$ cat config.mk
export PLATFORM = sky130hd
export DESIGN_NAME = sha256_byte_stream_hasher
export DESIGN_NICKNAME = d
export VERILOG_FILES = /design/src/rtl/core/sha256bs_pkg.sv /design/src/rtl/core/sha256bs_round.sv /design/src/rtl/core/sha256_byte_stream_hasher.sv
export SDC_FILE = /design/constraint.sdc
export NUM_CORES = 2
export LEC_CHECK = 0
export BUFFER_PORTS_ARGS = -buffer_cell sky130_fd_sc_hd__buf_4
export CORE_ASPECT_RATIO = 1.5
export CORE_UTILIZATION = 59
export DETAILED_ROUTE_END_ITERATION = 7
export MAX_ROUTING_LAYER = met4
export PLACE_DENSITY_LB_ADDON = 0.15
export SLEW_MARGIN = 30
export SYNTH_ARGS = -nofsm -noshare
export SYNTH_HDL_FRONTEND = slang
export SYNTH_SLANG_ARGS = --single-unit
$ cat constraint.sdc
create_clock -name clk -period 17.6 [get_ports clk]
set_input_delay 1.76 -clock clk [delete_from_list [all_inputs] [get_ports clk]]
set_output_delay 1.76 -clock clk [all_outputs]
set_load 0.02 [all_outputs]
$ cat src/rtl/core/sha256bs_pkg.sv
// Shared types, constants and bit functions for the SHA-256 byte stream hasher.
`default_nettype none
package sha256bs_pkg;

	typedef logic [31:0]       word_t;
	typedef logic [7:0][31:0]  hash_t;    // [0] is a, [7] is h
	typedef logic [15:0][31:0] window_t;  // [0] is the oldest schedule word

	localparam logic [7:0] PadMarker = 8'h80;
	localparam int unsigned LenStart = 56;

	localparam hash_t InitHash = {
		32'h5be0cd19, 32'h1f83d9ab, 32'h9b05688c, 32'h510e527f,
		32'ha54ff53a, 32'h3c6ef372, 32'hbb67ae85, 32'h6a09e667
	};

	// Round constant table, one entry per round
	function automatic word_t round_k(input logic [5:0] idx);
		word_t k;
		case (idx)
			6'd0: k = 32'h428a2f98;  6'd1: k = 32'h71374491;
			6'd2: k = 32'hb5c0fbcf;  6'd3: k = 32'he9b5dba5;
			6'd4: k = 32'h3956c25b;  6'd5: k = 32'h59f111f1;
			6'd6: k = 32'h923f82a4;  6'd7: k = 32'hab1c5ed5;
			6'd8: k = 32'hd807aa98;  6'd9: k = 32'h12835b01;
			6'd10: k = 32'h243185be; 6'd11: k = 32'h550c7dc3;
			6'd12: k = 32'h72be5d74; 6'd13: k = 32'h80deb1fe;
			6'd14: k = 32'h9bdc06a7; 6'd15: k = 32'hc19bf174;
			6'd16: k = 32'he49b69c1; 6'd17: k = 32'hefbe4786;
			6'd18: k = 32'h0fc19dc6; 6'd19: k = 32'h240ca1cc;
			6'd20: k = 32'h2de92c6f; 6'd21: k = 32'h4a7484aa;
			6'd22: k = 32'h5cb0a9dc; 6'd23: k = 32'h76f988da;
			6'd24: k = 32'h983e5152; 6'd25: k = 32'ha831c66d;
			6'd26: k = 32'hb00327c8; 6'd27: k = 32'hbf597fc7;
			6'd28: k = 32'hc6e00bf3; 6'd29: k = 32'hd5a79147;
			6'd30: k = 32'h06ca6351; 6'd31: k = 32'h14292967;
			6'd32: k = 32'h27b70a85; 6'd33: k = 32'h2e1b2138;
			6'd34: k = 32'h4d2c6dfc; 6'd35: k = 32'h53380d13;
			6'd36: k = 32'h650a7354; 6'd37: k = 32'h766a0abb;
			6'd38: k = 32'h81c2c92e; 6'd39: k = 32'h92722c85;
			6'd40: k = 32'ha2bfe8a1; 6'd41: k = 32'ha81a664b;
			6'd42: k = 32'hc24b8b70; 6'd43: k = 32'hc76c51a3;
			6'd44: k = 32'hd192e819; 6'd45: k = 32'hd6990624;
			6'd46: k = 32'hf40e3585; 6'd47: k = 32'h106aa070;
			6'd48: k = 32'h19a4c116; 6'd49: k = 32'h1e376c08;
			6'd50: k = 32'h2748774c; 6'd51: k = 32'h34b0bcb5;
			6'd52: k = 32'h391c0cb3; 6'd53: k = 32'h4ed8aa4a;
			6'd54: k = 32'h5b9cca4f; 6'd55: k = 32'h682e6ff3;
			6'd56: k = 32'h748f82ee; 6'd57: k = 32'h78a5636f;
			6'd58: k = 32'h84c87814; 6'd59: k = 32'h8cc70208;
			6'd60: k = 32'h90befffa; 6'd61: k = 32'ha4506ceb;
			6'd62: k = 32'hbef9a3f7; 6'd63: k = 32'hc67178f2;
			default: k = 32'h0;
		endcase
		return k;
	endfunction

	function automatic word_t rotr(input word_t x, input int unsigned n);
		return (x >> n) | (x << (32 - n));
	endfunction

endpackage
`default_nettype wire

$ cat src/rtl/core/sha256bs_round.sv
// One SHA-256 round and one message schedule step, shared over all 64 rounds.
`default_nettype none
module sha256bs_round (
	input  wire sha256bs_pkg::hash_t   v,
	input  wire sha256bs_pkg::window_t w,
	input  wire sha256bs_pkg::word_t   k,
	output sha256bs_pkg::hash_t        v_next,
	output sha256bs_pkg::word_t        w_new
);
	import sha256bs_pkg::*;

	word_t big1, big0, ch, maj, t1, t2, sig0, sig1;

	// Compression round
	always_comb begin
		big1 = rotr(v[4], 6) ^ rotr(v[4], 11) ^ rotr(v[4], 25);
		ch   = (v[4] & v[5]) ^ (~v[4] & v[6]);
		t1   = v[7] + big1 + ch + k + w[0];
		big0 = rotr(v[0], 2) ^ rotr(v[0], 13) ^ rotr(v[0], 22);
		maj  = (v[0] & v[1]) ^ (v[0] & v[2]) ^ (v[1] & v[2]);
		t2   = big0 + maj;
		v_next[7] = v[6];
		v_next[6] = v[5];
		v_next[5] = v[4];
		v_next[4] = v[3] + t1;
		v_next[3] = v[2];
		v_next[2] = v[1];
		v_next[1] = v[0];
		v_next[0] = t1 + t2;
	end

	// Schedule word sixteen steps ahead
	always_comb begin
		sig0  = rotr(w[1], 7) ^ rotr(w[1], 18) ^ (w[1] >> 3);
		sig1  = rotr(w[14], 17) ^ rotr(w[14], 19) ^ (w[14] >> 10);
		w_new = sig1 + w[9] + sig0 + w[0];
	end

endmodule
`default_nettype wire

$ cat src/rtl/core/sha256_byte_stream_hasher.sv
// Top level of the SHA-256 byte stream hasher: byte gathering, padding and round sequencer.
// A byte item is taken while idle; the item that completes a block is followed by the load,
// 64 rounds on the shared round unit, and the fold into the chaining words.
// A message end adds a padded block, and a second one when the length spills over,
// then eight digest words go out, one per cycle when taken.
// Reset (arst_n low) loads the initial hash values and clears counts and the sequencer.
`default_nettype none
module sha256_byte_stream_hasher (
	input  wire                  clk,
	input  wire                  arst_n,
	input  wire                  in_valid,
	output logic                 in_ready,
	input  wire  [7:0]           data_byte,
	input  wire                  byte_present,
	input  wire                  message_end,
	output logic                 out_valid,
	input  wire                  out_ready,
	output sha256bs_pkg::word_t  digest_word,
	output logic [2:0]           word_index,
	output logic                 last_word
);
	import sha256bs_pkg::*;

	typedef enum logic [2:0] {
		S_IDLE, S_ROUND, S_FOLD, S_PAD, S_LEN, S_OUT
	} state_t;

	state_t      state_q;
	hash_t       h_q;
	hash_t       v_q;
	window_t     w_q;
	window_t     pad_blk;
	hash_t       v_next;
	word_t       w_new;
	logic [5:0]  fill_q;
	logic [5:0]  rnd_q;
	logic [63:0] bits_q;
	logic [2:0]  idx_q;
	logic        end_q;
	logic        fin_q;
	logic        len_q;
	logic        in_acc;
	logic        out_acc;
	logic        len_here;

	assign in_ready    = (state_q == S_IDLE);
	assign out_valid   = (state_q == S_OUT);
	assign in_acc      = in_valid && in_ready;
	assign out_acc     = out_valid && out_ready;
	assign digest_word = h_q[idx_q];
	assign word_index  = idx_q;
	assign last_word   = (idx_q == 3'd7);

	sha256bs_round u_round (
		.v      (v_q),
		.w      (w_q),
		.k      (round_k(rnd_q)),
		.v_next (v_next),
		.w_new  (w_new)
	);

	// Build the padded block: marker, zeros, and the length when it fits
	always_comb begin
		len_here = (state_q == S_LEN) || (fill_q < 6'(LenStart));
		pad_blk  = w_q;
		for (int p = 0; p < 64; p++) begin
			if (state_q == S_LEN || 6'(p) > fill_q) begin
				pad_blk[p / 4][8 * (3 - p % 4) +: 8] = 8'h00;
			end else if (6'(p) == fill_q) begin
				pad_blk[p / 4][8 * (3 - p % 4) +: 8] = PadMarker;
			end
			if (len_here && p >= LenStart) begin
				pad_blk[p / 4][8 * (3 - p % 4) +: 8] = bits_q[8 * (63 - p) +: 8];
			end
		end
	end

	// Sequencer, chaining words and counts
	always_ff @(posedge clk or negedge arst_n) begin
		if (!arst_n) begin
			state_q <= S_IDLE;
			h_q     <= InitHash;
			fill_q  <= '0;
			rnd_q   <= '0;
			bits_q  <= '0;
			idx_q   <= '0;
			end_q   <= 1'b0;
			fin_q   <= 1'b0;
			len_q   <= 1'b0;
		end else begin
			case (state_q)
				S_IDLE: begin
					if (in_acc) begin
						end_q <= message_end;
						fin_q <= 1'b0;
						rnd_q <= '0;
						if (byte_present) begin
							fill_q <= fill_q + 6'd1;
							bits_q <= bits_q + 64'd8;
						end
						if (byte_present && fill_q == 6'd63) begin
							state_q <= S_ROUND;
						end else if (message_end) begin
							state_q <= S_PAD;
						end
					end
				end
				S_PAD: begin
					end_q   <= 1'b0;
					fin_q   <= len_here;
					len_q   <= !len_here;
					fill_q  <= '0;
					rnd_q   <= '0;
					state_q <= S_ROUND;
				end
				S_LEN: begin
					len_q   <= 1'b0;
					fin_q   <= 1'b1;
					rnd_q   <= '0;
					state_q <= S_ROUND;
				end
				S_ROUND: begin
					rnd_q <= rnd_q + 6'd1;
					if (rnd_q == 6'd63) begin
						state_q <= S_FOLD;
					end
				end
				S_FOLD: begin
					for (int i = 0; i < 8; i++) begin
						h_q[i] <= h_q[i] + v_q[i];
					end
					if (fin_q) begin
						idx_q   <= '0;
						state_q <= S_OUT;
					end else if (len_q) begin
						state_q <= S_LEN;
					end else if (end_q) begin
						state_q <= S_PAD;
					end else begin
						state_q <= S_IDLE;
					end
				end
				S_OUT: begin
					if (out_acc) begin
						idx_q <= idx_q + 3'd1;
						if (idx_q == 3'd7) begin
							h_q     <= InitHash;
							bits_q  <= '0;
							fill_q  <= '0;
							fin_q   <= 1'b0;
							state_q <= S_IDLE;
						end
					end
				end
				default: state_q <= S_IDLE;
			endcase
		end
	end

	// Block window and working variables
	always_ff @(posedge clk) begin
		case (state_q)
			S_IDLE: begin
				if (in_acc && byte_present) begin
					w_q[fill_q[5:2]][{~fill_q[1:0], 3'b000} +: 8] <= data_byte;
				end
				v_q <= h_q;
			end
			S_PAD, S_LEN: begin
				w_q <= pad_blk;
				v_q <= h_q;
			end
			S_ROUND: begin
				v_q <= v_next;
				w_q <= {w_new, w_q[15:1]};
			end
			default: begin
				v_q <= v_q;
			end
		endcase
	end

	// Digest words go out only while no item is taken
	assert property (@(posedge clk) disable iff (!arst_n) out_valid |-> !in_ready)
		else $error("digest output while accepting items");

	// Sixty-four rounds end in the fold step
	assert property (@(posedge clk) disable iff (!arst_n)
		(state_q == S_ROUND && rnd_q == 6'd63) |=> (state_q == S_FOLD))
		else $error("round sequence did not end in fold");

	// The final digest word returns the block to accepting items
	assert property (@(posedge clk) disable iff (!arst_n)
		(out_acc && last_word) |=> (in_ready && fill_q == 6'd0 && bits_q == 64'd0))
		else $error("no restart after final digest word");

endmodule
`default_nettype wire
After elaboration in Yosys (flattened, before gate mapping)
Memory sizes are Yosys's and may differ from the RTL's.
Cells that the tools add are included.
{"block": "classes", "add_sub_neg": 23, "order_cmp": 68, "n_eq_ne": 143, "shifts": 2, "n_mux": 179, "bitwise": 28, "reduce_logical": 155}
{"operator": "512-bit one-hot mux with 3 select lines", "n": 1}
{"operator": "8-bit 2-to-1 mux", "n": 136}
{"operator": "256-bit one-hot mux with 2 select lines", "n": 2}
{"operator": "32-bit adder", "n": 18}
{"operator": "512-bit bitwise mux", "n": 1}
{"operator": "256-bit 2-to-1 mux", "n": 2}
{"operator": "512-bit 2-to-1 mux", "n": 1}
{"operator": "32-bit XOR", "n": 9}
{"operator": "64-bit 2-to-1 mux", "n": 4}
{"operator": "3-bit AND reduction", "n": 66}
{"operator": "6-bit == test, first input constant", "n": 32}
{"operator": "6-bit > comparator, first input constant", "n": 32}
{"operator": "3-bit by 1-bit != test with 1-bit output, second input constant", "n": 57}
{"operator": "32-bit bitwise AND", "n": 5}
{"operator": "32-bit demux with 4-bit select", "n": 1}
{"operator": "64-bit one-hot mux with 2 select lines", "n": 1}
{"operator": "32-bit binary-select mux with 3-bit select", "n": 1}
{"operator": "5-bit by 6-bit == test with 1-bit output, first input constant", "n": 16}
{"operator": "5-bit by 6-bit > comparator with 1-bit output, first input constant", "n": 16}
{"operator": "1-bit logical OR", "n": 65}
{"operator": "64-bit by 4-bit adder with 64-bit output, second input constant", "n": 1}
{"operator": "32-bit 2-to-1 mux", "n": 2}
{"operator": "4-bit by 6-bit == test with 1-bit output, first input constant", "n": 8}
{"operator": "4-bit by 6-bit > comparator with 1-bit output, first input constant", "n": 8}
{"operator": "other kinds (57)", "n": 113}
{"block": "word_totals", "register_bits": 1109, "romBits": 2048, "in_bits": 14, "out_inout_bits": 38, "word_cells": 687, "n_memories": 1}
{"name": "(name not given)", "words": 64, "word_bits": 32, "read_ports": 1, "rd_clocked_by_memory_dff": 0, "wr": 0, "line_no": "sha256bs_pkg.sv:20", "rtl": "case (idx)"}

Logic depth before layout (Yosys ltp)
{"block": "depth", "ltp_word": 9, "depth_mapped": 37, "mapped_depth_nobuf": 36}

Modules after synthesis
A second synthesis with hierarchy kept.
{"block": "unflattened", "hier_cells": 8708, "area_unflattened_um2": 79657.6}
{"module": "sha256_byte_stream_hasher", "instances": 1, "cells_each": 6793, "area_per_inst_um2": 64181.6, "seq_area_each_um2": 31690.4}
{"module": "sha256bs_round", "instances": 1, "cells_each": 1915, "area_per_inst_um2": 15476.1, "seq_area_each_um2": 0.0}

Worst setup path after synthesis
No wires, ideal clock.
{"block": "synth_path", "path_kind": "register -> register", "startpoint": "register state_q[0]", "endpoint": "register w_q[120] in the netlist's numbering (enable)", "setup_time_ps": 419, "t_arrival_ps": 18784, "required_time_ps": 17181, "path_slack_ps": -1604, "stages_incl_launch_ff": 7, "path_buffers": 2, "synth_period_minus_slack_ps": 19204, "cell_sequence": "dfrtp_1 buf_2 mux2i_1 o21ai_1 or2_2 clkbuf_1 a2111oi_0"}
{"block": "synth_via", "elab_chain_cells": 5, "word_cells_on_any_way": 12, "classes_between": "5 x eq/ne; 7 x reduce/logical"}
{"item": "start: declaration", "line_no": "sha256_byte_stream_hasher.sv:28", "rtl": "state_t state_q;"}
{"item": "start signal: assignment", "line_no": "sha256_byte_stream_hasher.sv:81", "rtl": "state_q <= S_IDLE;"}
{"item": "start signal: assignment", "line_no": "sha256_byte_stream_hasher.sv:102", "rtl": "state_q <= S_ROUND;"}
{"item": "start signal: assignment", "line_no": "sha256_byte_stream_hasher.sv:104", "rtl": "state_q <= S_PAD;"}
{"item": "branches (longest 4 deep; another with 3-bit == test)"}
{"item": "3-bit AND reduction (no line) *"}
{"item": "end signal: indexed assignment", "line_no": "sha256_byte_stream_hasher.sv:165", "rtl": "w_q[fill_q[5:2]][{~fill_q[1:0], 3'b000} +: 8] <= data_byte;"}
{"item": "end signal: assignment", "line_no": "sha256_byte_stream_hasher.sv:170", "rtl": "w_q <= pad_blk;"}
{"item": "end signal: assignment", "line_no": "sha256_byte_stream_hasher.sv:175", "rtl": "w_q <= {w_new, w_q[15:1]};"}
{"item": "end: declaration", "line_no": "sha256_byte_stream_hasher.sv:31", "rtl": "window_t w_q;"}
Every way passes the cells marked *.
A chain may end at the register's enable or synchronous reset.

Worst setup path after layout
{"block": "layout_path", "startpoint": "register rnd_q[0]", "endpoint": "register v_q[30] in the netlist's numbering (data pin)"}
{"block": "layout_via", "elab_chain_cells": 5}
{"item": "start: declaration", "line_no": "sha256_byte_stream_hasher.sv:36", "rtl": "logic [5:0] rnd_q;"}
{"item": "start signal: assignment", "line_no": "sha256_byte_stream_hasher.sv:123", "rtl": "rnd_q <= rnd_q + 6'd1;"}
{"item": "memory 64 x 32 bit"}
{"item": "32-bit adder (2 in a row)", "line_no": "sha256bs_round.sv:18", "rtl": "t1 = v[7] + big1 + ch + k + w[0];"}
{"item": "32-bit adder", "line_no": "sha256bs_round.sv:29", "rtl": "v_next[0] = t1 + t2;"}
{"item": "256-bit one-hot mux with 2 select lines", "line_no": "sha256_byte_stream_hasher.sv:162", "rtl": "case (state_q)"}
{"item": "end signal: assignment", "line_no": "sha256_byte_stream_hasher.sv:167", "rtl": "v_q <= h_q;"}
{"item": "end signal: assignment", "line_no": "sha256_byte_stream_hasher.sv:171", "rtl": "v_q <= h_q;"}
{"item": "end signal: assignment", "line_no": "sha256_byte_stream_hasher.sv:174", "rtl": "v_q <= v_next;"}
{"item": "end: declaration", "line_no": "sha256_byte_stream_hasher.sv:30", "rtl": "hash_t v_q;"}
No other way between the ends.

==> impl_metrics.csv <==
group,metric,value,unit
status,status,"finished, final reports clean",
critical_path,start_kind,"register",
final_layout,stdcell_area,82600,sq um
route,drt_iter0_drc,6586,
cts,cts.reportedPaths.clkPinSlew,80,ps
run,max-cap-violations,0,
synthesis,synthCells,8136,
route,post-route-drc-count,0,
route,detail_route.wirelength,300,mm
global_route,groute.usage.overall,0.472,
synthesis,synth_nets,8751,
global_route,via_count_of_the_first_global_routing_pass,65600,
place,numPlacedInstances,9585,
global_route,initial_antenna_violation_count,6,
sta,worst_slack,8160,ps
sta,final-max-slew-violation-count,0,
cts,source_to_sink_clock_delay_at_the_later_pin_of_the_worst_skew_pair,800,ps
route,post_drt_wl_per_cell,30.6,um
synthesis,number_of_synthesized_flops_with_an_enable_pin,768,
floorplan,boundaryPins,52,
critical_path,worst_path_largest_cell_delay,630,ps
sta,tightest_slew,1170,ps
synthesis,async_reset_ff_frac,0.306,
sta,finalCritPeriodShare,0.536,
cts,max_clock_buf_depth,3,
floorplan,initial_utilization,0.596,
cts,tritoncts,"built",
global_route,global_route_wire_length_before_repair,433,mm
worst_hold_path,timing.hold.worst.class,"register to register",
critical_path,cp_max_fo,23,
synthesis,synth_seq_cells,1106,
sta,unrepaired_setup_endpoints_after_global_routing,"false",
cts,cts_hold_repair.buffers,0,
route,routed-via-count,65700,
critical_path,critical_path_required,18100,ps
sta,fmaxAchievable,106,MHz
sta,worst_clock_skew,31.4,ps
global_route,grt_start_max_net_pins,228,
place,post-place-ws,8260,ps
sta,finalSetupTns,0,ps
final_layout,fin_nets,8606,
synthesis,synthesis.yosys.warnings,0,
cts,numClockSinks,1106,
synthesis,seq_area_frac_synth,0.414,
cts,ctsResizeCount,0,
final_layout,final-instance-count-excl-fill,9801,
critical_path,data_arrival_at_the_endpoint_of_the_critical_path,9940,ps
final_layout,drive_gt1_frac,0.0895,
sta,timing_hold_violations_final,0,
critical_path,critPathCaptureType,"register",
sta,finalSetupViolations,0,
cts,cts_htree_levels,3,
place,place.port_buffers,51,
route,detail_route.vias_per_cell,6.71,
route,detail-route-antenna-nets,0,
cts,tritoncts_buffers,109,
critical_path,type_of_the_worst_setup_path,"register to register",
synthesis,ys_dominant_reg_cell,"sky130_fd_sc_hd__edfxtp_1",
floorplan,fp.dieArea,131000,sq um
cts,number_of_buffers_inserted_to_repair_setup_after_cts,0,
floorplan,std_cell_rows,161,
place,dpl_cell_area,78700,sq um
floorplan,die_w,296,um
cts,cts.root.buffer_cell,"sky130_fd_sc_hd__clkbuf_16",
global_route,globalRouteOverflowTotal,0,
route,detail_route.first_pass.iterations,7,
place,hpwl_after_dpl,222,mm
sta,final_period_minus_worst_setup_slack,9440,ps
place,routabilityCongestion,1.08,
synthesis,netlist-cell-type-count,104,
sta,max_slew_margin,0.209,
synthesis,mappedNetlistArea,76500,sq um
floorplan,floorplan_die_height,443,um
floorplan,floorplan.core_area,129000,sq um
final_layout,area_delta_synth_final,7.96,%
critical_path,cpMaxStageDelayCell,"sky130_fd_sc_hd__a2111oi_1",
synthesis,synth_area_per_cell,9.41,sq um
-- area by class of cell --
type	instances	area, sq um
Antenna cell	4	10.0
Clock buffer	145	2990
Clock inverter	61	743
Fill cell	10400	45900
Inverter	389	1460
Multi-Input combinational cell	6203	42100
Sequential cell	1106	31700
Tap cell	1711	2140
Timing Repair Buffer	182	1500
-- per-layer routing --
layer | GRT usage | up-vias | share of wire
met2 | 0.748 | 3888 | 0.48
met4 | 0.502 | 0 | 0.13
met3 | 0.0982 | 1539 | 0.079
met1 | 0.459 | 31700 | 0.31
li1 | - | 28600 | -
met5 | - | - | 0
-- metrics by stage --
stage	hold WS, ps	util
after floorplan	462	-
after global placement	491	0.611
after detailed placement	501	0.612
after CTS	513	0.641
after global routing	539	0.643
final	514	0.643
-- synthesized netlist by cell type (50+ instances only) --
cell	number	area, sq um
sky130_fd_sc_hd__and3_1	50	313
sky130_fd_sc_hd__nor2_1	399	1500
sky130_fd_sc_hd__dfrtp_1	202	5050
sky130_fd_sc_hd__nand3_1	163	816
sky130_fd_sc_hd__nor3_1	114	571
sky130_fd_sc_hd__a21oi_1	547	2740
sky130_fd_sc_hd__ha_1	406	5080
sky130_fd_sc_hd__or3_1	50	313
sky130_fd_sc_hd__clkbuf_1	372	1400
sky130_fd_sc_hd__a211oi_1	75	563
sky130_fd_sc_hd__nand2_1	1493	5600
sky130_fd_sc_hd__o21bai_1	55	413
sky130_fd_sc_hd__mux4_2	71	1600
sky130_fd_sc_hd__o21a_1	57	428
sky130_fd_sc_hd__xor2_1	227	1990
sky130_fd_sc_hd__o21ai_0	923	4620
sky130_fd_sc_hd__a21o_1	155	1160
sky130_fd_sc_hd__buf_1	58	218
sky130_fd_sc_hd__inv_1	388	1460
sky130_fd_sc_hd__fa_1	195	3900
sky130_fd_sc_hd__dfstp_2	136	3570
sky130_fd_sc_hd__nand2b_1	82	513
sky130_fd_sc_hd__edfxtp_1	768	23100
sky130_fd_sc_hd__xnor2_1	379	3320
-- state kept, by name, summed over array words and instances, names as in the netlist --
signal	count
rnd_q	6
end_q	1
fin_q	1
h_q	256
len_q	1
w_q	512
word_index	3
v_q	256
state_q	3
bits_q	61
fill_q	6
-- critical path: cells and delay by family (launching register included) --
family                     cells  cell delay (ps)
AOI/OAI and AO/OA             15             3110
adders and majority gates      5             2360
and+or+nand+nor                7             1960
buffers and inverters          4              920
xor gates and xnor gates       2              440
DFF                            1              330
-- worst paths after layout --
check,from,to,slack [ps],cells past startpoint
setup / recovery,rnd_q[0],v_q[30],8160,33
hold / removal,h_q[127],h_q[127],510,2
setup reg to reg,rnd_q[0],v_q[30],8160,33
hold reg to reg,h_q[127],h_q[127],510,2
max in group asynchronous,arst_n,bits_q[47],14650,3
min in group asynchronous,arst_n,h_q[126],940,1
-- cells by family (layout without fill, tap and decap cells) --
family          count (synthesis)  in the layout  share of synthesized area
flops                        1106           1106                      0.414
buf+inv                       827            777                     0.0408
mux                           148            148                     0.0317
xor+xnor                      607            607                     0.0696
other cells                     0              4                          0
compound gates               2281           2281                      0.180
fa+ha+maj                     631            631                      0.121
simple gates                 2536           2536                      0.143
-- layout by cell type (no fill, tap or decap), types with 24 or more instances in the layout --
cell                        instances
sky130_fd_sc_hd__nand2_1         1491
sky130_fd_sc_hd__o21ai_0          922
sky130_fd_sc_hd__edfxtp_1         768
sky130_fd_sc_hd__a21oi_1          539
sky130_fd_sc_hd__ha_1             406
sky130_fd_sc_hd__nor2_1           393
sky130_fd_sc_hd__inv_1            388
sky130_fd_sc_hd__xnor2_1          367
sky130_fd_sc_hd__xor2_1           227
sky130_fd_sc_hd__fa_1             195
sky130_fd_sc_hd__dfrtp_1          195
sky130_fd_sc_hd__buf_4            169
sky130_fd_sc_hd__nand3_1          162
sky130_fd_sc_hd__a21o_1           155
sky130_fd_sc_hd__dfstp_2          136
sky130_fd_sc_hd__clkbuf_16        112
sky130_fd_sc_hd__nor3_1           110
sky130_fd_sc_hd__nand2b_1          81
sky130_fd_sc_hd__mux4_2            71
sky130_fd_sc_hd__a211oi_1          66
sky130_fd_sc_hd__o21a_1            57
sky130_fd_sc_hd__o21bai_1          55
sky130_fd_sc_hd__or3_1             50
sky130_fd_sc_hd__and3_1            50
sky130_fd_sc_hd__nor2b_1           48
sky130_fd_sc_hd__o31ai_1           45
sky130_fd_sc_hd__mux2_2            45
sky130_fd_sc_hd__o22ai_1           40
sky130_fd_sc_hd__a31oi_1           39
sky130_fd_sc_hd__o211ai_1          37
sky130_fd_sc_hd__a22oi_1           35
sky130_fd_sc_hd__o221ai_1          35
sky130_fd_sc_hd__nand4_1           33
sky130_fd_sc_hd__mux2i_1           31
sky130_fd_sc_hd__maj3_1            30
sky130_fd_sc_hd__clkbuf_1          27
sky130_fd_sc_hd__a22o_1            24
Power is left out: the tool's default activity adds up to more than one toggle a clock period on the data nets, which glitch-free logic cannot reach.
